--- src/hdl/kise_pkg.sv ---
// Package for the inductor steering-error block: widths, register indexes,
// datapath operations and controller status. No dependencies.
`timescale 1ns / 1ps

package kise_pkg;

  localparam int CHANNELS_DEF = 5;
  localparam int ADC_W  = 12;
  localparam int EST_W  = 20;
  localparam int COV_W  = 24;
  localparam int CFG_W  = 16;
  localparam int ERR_W  = 16;
  localparam int IDX_W  = 3;

  localparam logic [IDX_W-1:0] REG_A  = 3'd0;
  localparam logic [IDX_W-1:0] REG_H  = 3'd1;
  localparam logic [IDX_W-1:0] REG_Q  = 3'd2;
  localparam logic [IDX_W-1:0] REG_R  = 3'd3;
  localparam logic [IDX_W-1:0] REG_WO = 3'd4;
  localparam logic [IDX_W-1:0] REG_WD = 3'd5;
  localparam logic [IDX_W-1:0] REG_WA = 3'd6;
  localparam logic [IDX_W-1:0] REG_P  = 3'd7;

  // Datapath operations, one per controller step
  typedef enum logic [4:0] {
    OP_NONE,
    OP_LOAD,      // latch inputs
    OP_XP,        // t = A*x
    OP_XP_SAT,    // xp = sat(t>>12); t = A*A
    OP_AA,        // aa = t
    OP_PP1,       // t = aa*p (split)
    OP_PP2,       // pp
    OP_HH,        // hh = H*H
    OP_D1,        // t = hh*pp
    OP_D2,        // d = t>>24 + R, num = pp*H
    OP_DIV_START,
    OP_DIV_STEP,
    OP_K,         // k = sat(quo); t = H*xp
    OP_E,         // e
    OP_KE,        // t = k*e
    OP_XN,        // xn; t = k*H
    OP_PN1,       // t = (2^24-kh)*pp
    OP_PN2,       // pn, store, next channel
    OP_ERR1,      // num, den partials
    OP_ERR2,
    OP_ERR3,      // mag = |num| * P
    OP_EDIV_START,
    OP_ERR_FIN
  } op_t;

  typedef struct packed {
    op_t op;
  } cmd_t;

  typedef struct packed {
    logic div_done;
    logic last_ch;
  } sts_t;

endpackage

--- src/hdl/kise_ctrl.sv ---
// Controller for the steering-error block: sequences the filter steps per
// channel and the error division. Uses kise_pkg.
`timescale 1ns / 1ps

module kise_ctrl (
  input  logic           clk,
  input  logic           rst_n,
  input  logic           in_valid,
  output logic           in_stall,
  output logic           out_valid,
  input  logic           out_stall,
  output kise_pkg::cmd_t cmd,
  input  kise_pkg::sts_t sts
);

  typedef enum logic [4:0] {
    S_IDLE, S_XP, S_XPS, S_AA, S_PP1, S_PP2, S_HH, S_D1, S_D2, S_DVS, S_DVW,
    S_K, S_E, S_KE, S_XN, S_PN1, S_PN2, S_ER1, S_ER2, S_ER3, S_EDS, S_EDW,
    S_FIN, S_OUT
  } state_t;

  state_t state_r;
  logic   out_valid_r;

  assign in_stall  = (state_r != S_IDLE) && !(state_r == S_OUT && !out_stall);
  assign out_valid = out_valid_r;

  // Command decode
  always_comb begin
    cmd.op = kise_pkg::OP_NONE;
    case (state_r)
      S_IDLE: if (in_valid) cmd.op = kise_pkg::OP_LOAD;
      S_OUT:  if (!out_stall && in_valid) cmd.op = kise_pkg::OP_LOAD;
      S_XP:   cmd.op = kise_pkg::OP_XP;
      S_XPS:  cmd.op = kise_pkg::OP_XP_SAT;
      S_AA:   cmd.op = kise_pkg::OP_AA;
      S_PP1:  cmd.op = kise_pkg::OP_PP1;
      S_PP2:  cmd.op = kise_pkg::OP_PP2;
      S_HH:   cmd.op = kise_pkg::OP_HH;
      S_D1:   cmd.op = kise_pkg::OP_D1;
      S_D2:   cmd.op = kise_pkg::OP_D2;
      S_DVS:  cmd.op = kise_pkg::OP_DIV_START;
      S_DVW:  cmd.op = kise_pkg::OP_DIV_STEP;
      S_K:    cmd.op = kise_pkg::OP_K;
      S_E:    cmd.op = kise_pkg::OP_E;
      S_KE:   cmd.op = kise_pkg::OP_KE;
      S_XN:   cmd.op = kise_pkg::OP_XN;
      S_PN1:  cmd.op = kise_pkg::OP_PN1;
      S_PN2:  cmd.op = kise_pkg::OP_PN2;
      S_ER1:  cmd.op = kise_pkg::OP_ERR1;
      S_ER2:  cmd.op = kise_pkg::OP_ERR2;
      S_ER3:  cmd.op = kise_pkg::OP_ERR3;
      S_EDS:  cmd.op = kise_pkg::OP_EDIV_START;
      S_EDW:  cmd.op = kise_pkg::OP_DIV_STEP;
      S_FIN:  cmd.op = kise_pkg::OP_ERR_FIN;
      default: cmd.op = kise_pkg::OP_NONE;
    endcase
  end

  // State and registered output valid
  always_ff @(posedge clk) begin
    if (!rst_n) begin
      state_r     <= S_IDLE;
      out_valid_r <= 1'b0;
    end else begin
      case (state_r)
        S_IDLE: if (in_valid) state_r <= S_XP;
        S_XP:   state_r <= S_XPS;
        S_XPS:  state_r <= S_AA;
        S_AA:   state_r <= S_PP1;
        S_PP1:  state_r <= S_PP2;
        S_PP2:  state_r <= S_HH;
        S_HH:   state_r <= S_D1;
        S_D1:   state_r <= S_D2;
        S_D2:   state_r <= S_DVS;
        S_DVS:  state_r <= S_DVW;
        S_DVW:  if (sts.div_done) state_r <= S_K;
        S_K:    state_r <= S_E;
        S_E:    state_r <= S_KE;
        S_KE:   state_r <= S_XN;
        S_XN:   state_r <= S_PN1;
        S_PN1:  state_r <= S_PN2;
        S_PN2:  state_r <= sts.last_ch ? S_ER1 : S_XP;
        S_ER1:  state_r <= S_ER2;
        S_ER2:  state_r <= S_ER3;
        S_ER3:  state_r <= S_EDS;
        S_EDS:  state_r <= S_EDW;
        S_EDW:  if (sts.div_done) state_r <= S_FIN;
        S_FIN: begin
          state_r     <= S_OUT;
          out_valid_r <= 1'b1;
        end
        S_OUT: if (!out_stall) begin
          out_valid_r <= 1'b0;
          state_r     <= in_valid ? S_XP : S_IDLE;
        end
        default: state_r <= S_IDLE;
      endcase
    end
  end

endmodule

--- config.mk ---
export PLATFORM = sky130hd
export DESIGN_NAME = kise_ctrl
export DESIGN_NICKNAME = d
export VERILOG_FILES = /design/src/hdl/kise_pkg.sv /design/src/hdl/kise_ctrl.sv
export SDC_FILE = /design/constraint.sdc
export NUM_CORES = 1
export LEC_CHECK = 0
export CELL_PAD_IN_SITES_DETAIL_PLACEMENT = 0
export CELL_PAD_IN_SITES_GLOBAL_PLACEMENT = 2
export CORE_ASPECT_RATIO = 0.8
export CORE_MARGIN = 1.5
export CORE_UTILIZATION = 28
export CTS_CLUSTER_DIAMETER = 150
export DETAILED_ROUTE_END_ITERATION = 7
export DONT_BUFFER_PORTS = 1
export GPL_TIMING_DRIVEN = 0
export PLACE_DENSITY = 0.75
export SLEW_MARGIN = 25
export SYNTH_ARGS = -nofsm -noshare
export SYNTH_HDL_FRONTEND = slang
export SYNTH_SLANG_ARGS = --single-unit
--- constraint.sdc ---
create_clock -name clk -period 1.5 [get_ports clk]
set_clock_uncertainty 0.05 [all_clocks]
set_input_delay 0.45 -clock clk [delete_from_list [all_inputs] [get_ports clk]]
set_output_delay 0.45 -clock clk [all_outputs]
set_load 0.02 [all_outputs]
==> metrics.md <==
| Metric | Value |
|---|---|
| PortBufs | `0` |
| DRC Markers | `0` |
| Pwr dens | `between 1500 and 2000 nW/µm²` |
| Syn Std Cell Area | `between 400 and 500 µm²` |
| Post-route insts no fill | `slightly below 100` |
| Synthesis-to-layout area growth | `56.3%` |
| Setup ws final | `-0.455 ns` |
| Nets | `84` |
| Post-layout instance area | `771 µm²` |
| DIE AREA | `~2000 µm²` |
| Leakage power | `0.294 nW` |
| FMAX | `511 MHz` |
| Inserted Clock Buffers | `3` |
| Gp weighted congestion | `roughly 0.78` |
| Vias in the first global route | `roughly 570` |
| Hold depth | `1` |
| Synth Warn # | `0` |
| Cell Chain, Critical Path | `or3_4, o32ai_4, nand2b_4, o22ai_4` |
| First-pass GRT wire length | `between 2000 and 3000 µm` |
| Final setup vio count | `6` |
| Die span in y | `roughly 40 µm` |
| Num rows | `13` |
| Post-synthesis register bit count | `6` |
| Crit-path max FO | `4` |
| Worst Tran Pin Value | `roughly 0.26 ns` |
| Async SR Flop Fraction | `0%` |
| Initial Util | `30.0%` |
| Later-pin clock latency in the skew report | `around 0.25 ns` |
| Core Box Area | `between 1500 and 2000 µm²` |
| Synthesized net count | `74` |
| Vias | `approximately 570` |
| Hold buffer count at cts | `0` |
| Tmin final | `a little under 2 ns` |
| Syn Area/Cell | `approximately 7.2 µm²` |
| Drt first pass iters | `4` |
| Initial antenna violation count | `0` |
| Crit Path Class | `flop to output port` |
| Synth unique cells | `31` |
| Syn Inst Count | `a little under 70` |
| Io pins | `13` |
| Drt total wl | `roughly 1700 µm` |
| Max-cap violations | `0` |
| Slowest-stage cell, CP | `or3_4` |
| Sequential fraction of the synthesis area | `24.4%` |
| GR Overflow Total | `0` |
| Status | `finished, violations left` |
| Fin crit share | `130%` |
| Synth Flop Type | `dfxtp_1` |
| Reg2Reg Depth | `4` |
| Hold Crit Start | `rst_n` |
| RSZ-0062 raised after global routing | `true` |
| Die width | `49.9 µm` |
| Hold_ws | `between 0.2 and 0.3 ns` |
| Failing checks | `negative setup slack` |
| Overall global routing resource usage | `17.6%` |
| H-tree depth | `1` |
| Post-Place Cells | `90` |
| CTS root buffer | `clkbuf_4` |
| CTS tree | `built` |
| Drt initial violations | `14` |
| Vias/cell | `approximately 5.8` |
| Detail Route Antenna Nets | `0` |
| DP Area | `between 500 and 600 µm²` |
| Clk buf depth | `2` |
| Number of diodes | `0` |
| Final Hold Vio Count | `0` |
| Worst Path Arrival | `roughly 1.5 ns` |
| Critical path launch point | `state_r[0]` |
| Largest net degree at the start of global routing | `11` |
| Slowest stage delay, CP | `0.41 ns` |
| Peak VDD IR | `between 0.5 and 0.6 mV` |
| Hold Crit Class | `input pin to flop` |
| Clock sink count | `6` |
| Number of synthesized flops with an enable pin | `0` |
| Origin of the critical flop-to-flop path | `state_r[0]` |
| Worst path required time | `1.00 ns` |
| Clock transition at the registers of the reported paths | `~0.040 ns` |
| Layout cell share with drive strength beyond 1 | `between 40% and 50%` |
| Max-slew headroom | `82.5%` |
| Startpoint Class | `flop` |
| Final slew viol count | `0` |
| DP HPWL | `between 1000 and 1500 µm` |
| Critical Path Sink Type | `output port` |
| Routed length per placed instance | `17.1 µm` |
[stage by stage]
stage / setup TNS (ns) / utilization (%) / power [mW] / setup WS [ns]
after CTS: -1.94 / 43.6 / 1.09 / -0.467
final: -1.72 / 46.9 / 1.16 / -0.455
after global routing: -2.04 / 46.9 / 1.23 / -0.515
after detailed placement: -1.34 / 33.4 / 0.700 / -0.424
after global placement: -1.39 / 33.4 / 0.698 / -0.447
after floorplan: -0.454 / - / 0.626 / -0.272
[kinds of logic (layout without fill, tap and decap cells)]
| kind of cell | count (synthesis) | count (layout) | synth area share (%) |
|---|---|---|---|
| xor gates and xnor gates | 2 | 2 | 3.55 |
| DFF | 6 | 6 | 24.4 |
| muxes | 2 | 2 | 4.31 |
| and+or+nand+nor | 28 | 28 | 29.4 |
| buffers and inverters | 9 | 17 | 9.14 |
| AOI/OAI and AO/OA | 21 | 21 | 29.2 |
[sequential cells by signal, summed over array words and instances, names as in the netlist]
| signal | cells |
|---|---|
| state_r | 5 |
| out_valid | 1 |
[final timing paths]
kind | slack (ns) | to
hold / removal | 0.29 | state_r[1]
setup / recovery | -0.46 | cmd[0]
setup reg to reg | 0 | state_r[1]
hold reg to reg | 0.53 | out_valid
[area by class of cell]
type                    count  area (µm²)
fillers                   165         872
multi-input cells          53         462
flip-flops and latches      6         131
plain buffers               5        71.3
repair buffers              6        45.0
well taps                  22        27.5
clock buffers               3        22.5
inverters                   3        11.3
[worst max-delay path: cells and delay by family, from the launching register on]
family | cells | cell delay (ns)
and+or+nand+nor | 2 | 0.53
DFF | 1 | 0.34
AOI/OAI and AO/OA | 2 | 0.34
[placed cells by master, fill, tap and decap left out, drive strengths merged, types with 2 or more instances in the layout]
| cell type | Yosys | layout |
|---|---|---|
| a21o | 2 | 2 |
| a21oi | 6 | 6 |
| a31oi | 2 | 2 |
| buf | 4 | 9 |
| clkbuf | 2 | 5 |
| dfxtp | 6 | 6 |
| inv | 3 | 3 |
| nand2 | 8 | 8 |
| nand2b | 2 | 2 |
| nand3 | 4 | 4 |
| nor2 | 3 | 3 |
| nor2b | 3 | 3 |
| nor3 | 4 | 4 |
| o22ai | 3 | 3 |
[synthesized netlist by cell type, types with 2 or more instances]
library cell,instances,area [µm²]
dfxtp_1,6,120
buf_2,3,15.0
clkbuf_1,2,7.51
a21o_1,2,15.0
nand3_1,4,20.0
nor2_1,3,11.3
o22ai_1,3,18.8
nand2b_1,2,12.5
inv_1,3,11.3
a31oi_1,2,12.5
nor2b_1,3,18.8
nand2_1,8,30.0
a21oi_1,6,30.0
nor3_1,4,20.0
[layer usage]
layer / part of all wire [%] / global-route usage [%] / wire length (µm) / vias up
met3: 5.6 / 10.1 / 94 / 0
met4: 0 / 2.78 / 0 / 0
li1: - / - / - / 268
met1: 46 / 19.7 / 775 / 280
met5: 0 / 0 / 0 / -
met2: 48 / 30.3 / 802 / 17
[report_power, final]
group          leakage [nW]  internal (mW)  switching (mW)
Sequential           0.0516          0.193          0.0396
Combinational         0.229          0.364           0.409
Clock                0.0138         0.0908          0.0619
Total                 0.294          0.648           0.511
[timing repair]
action	in CTS	in global routing
pin swaps	5	4
endpoints found under the setup margin	7	9
gates resized for setup	23	17
buffers inserted	6	0
cloned	0	0
No activity file was read; power rests on OpenSTA's default activity.
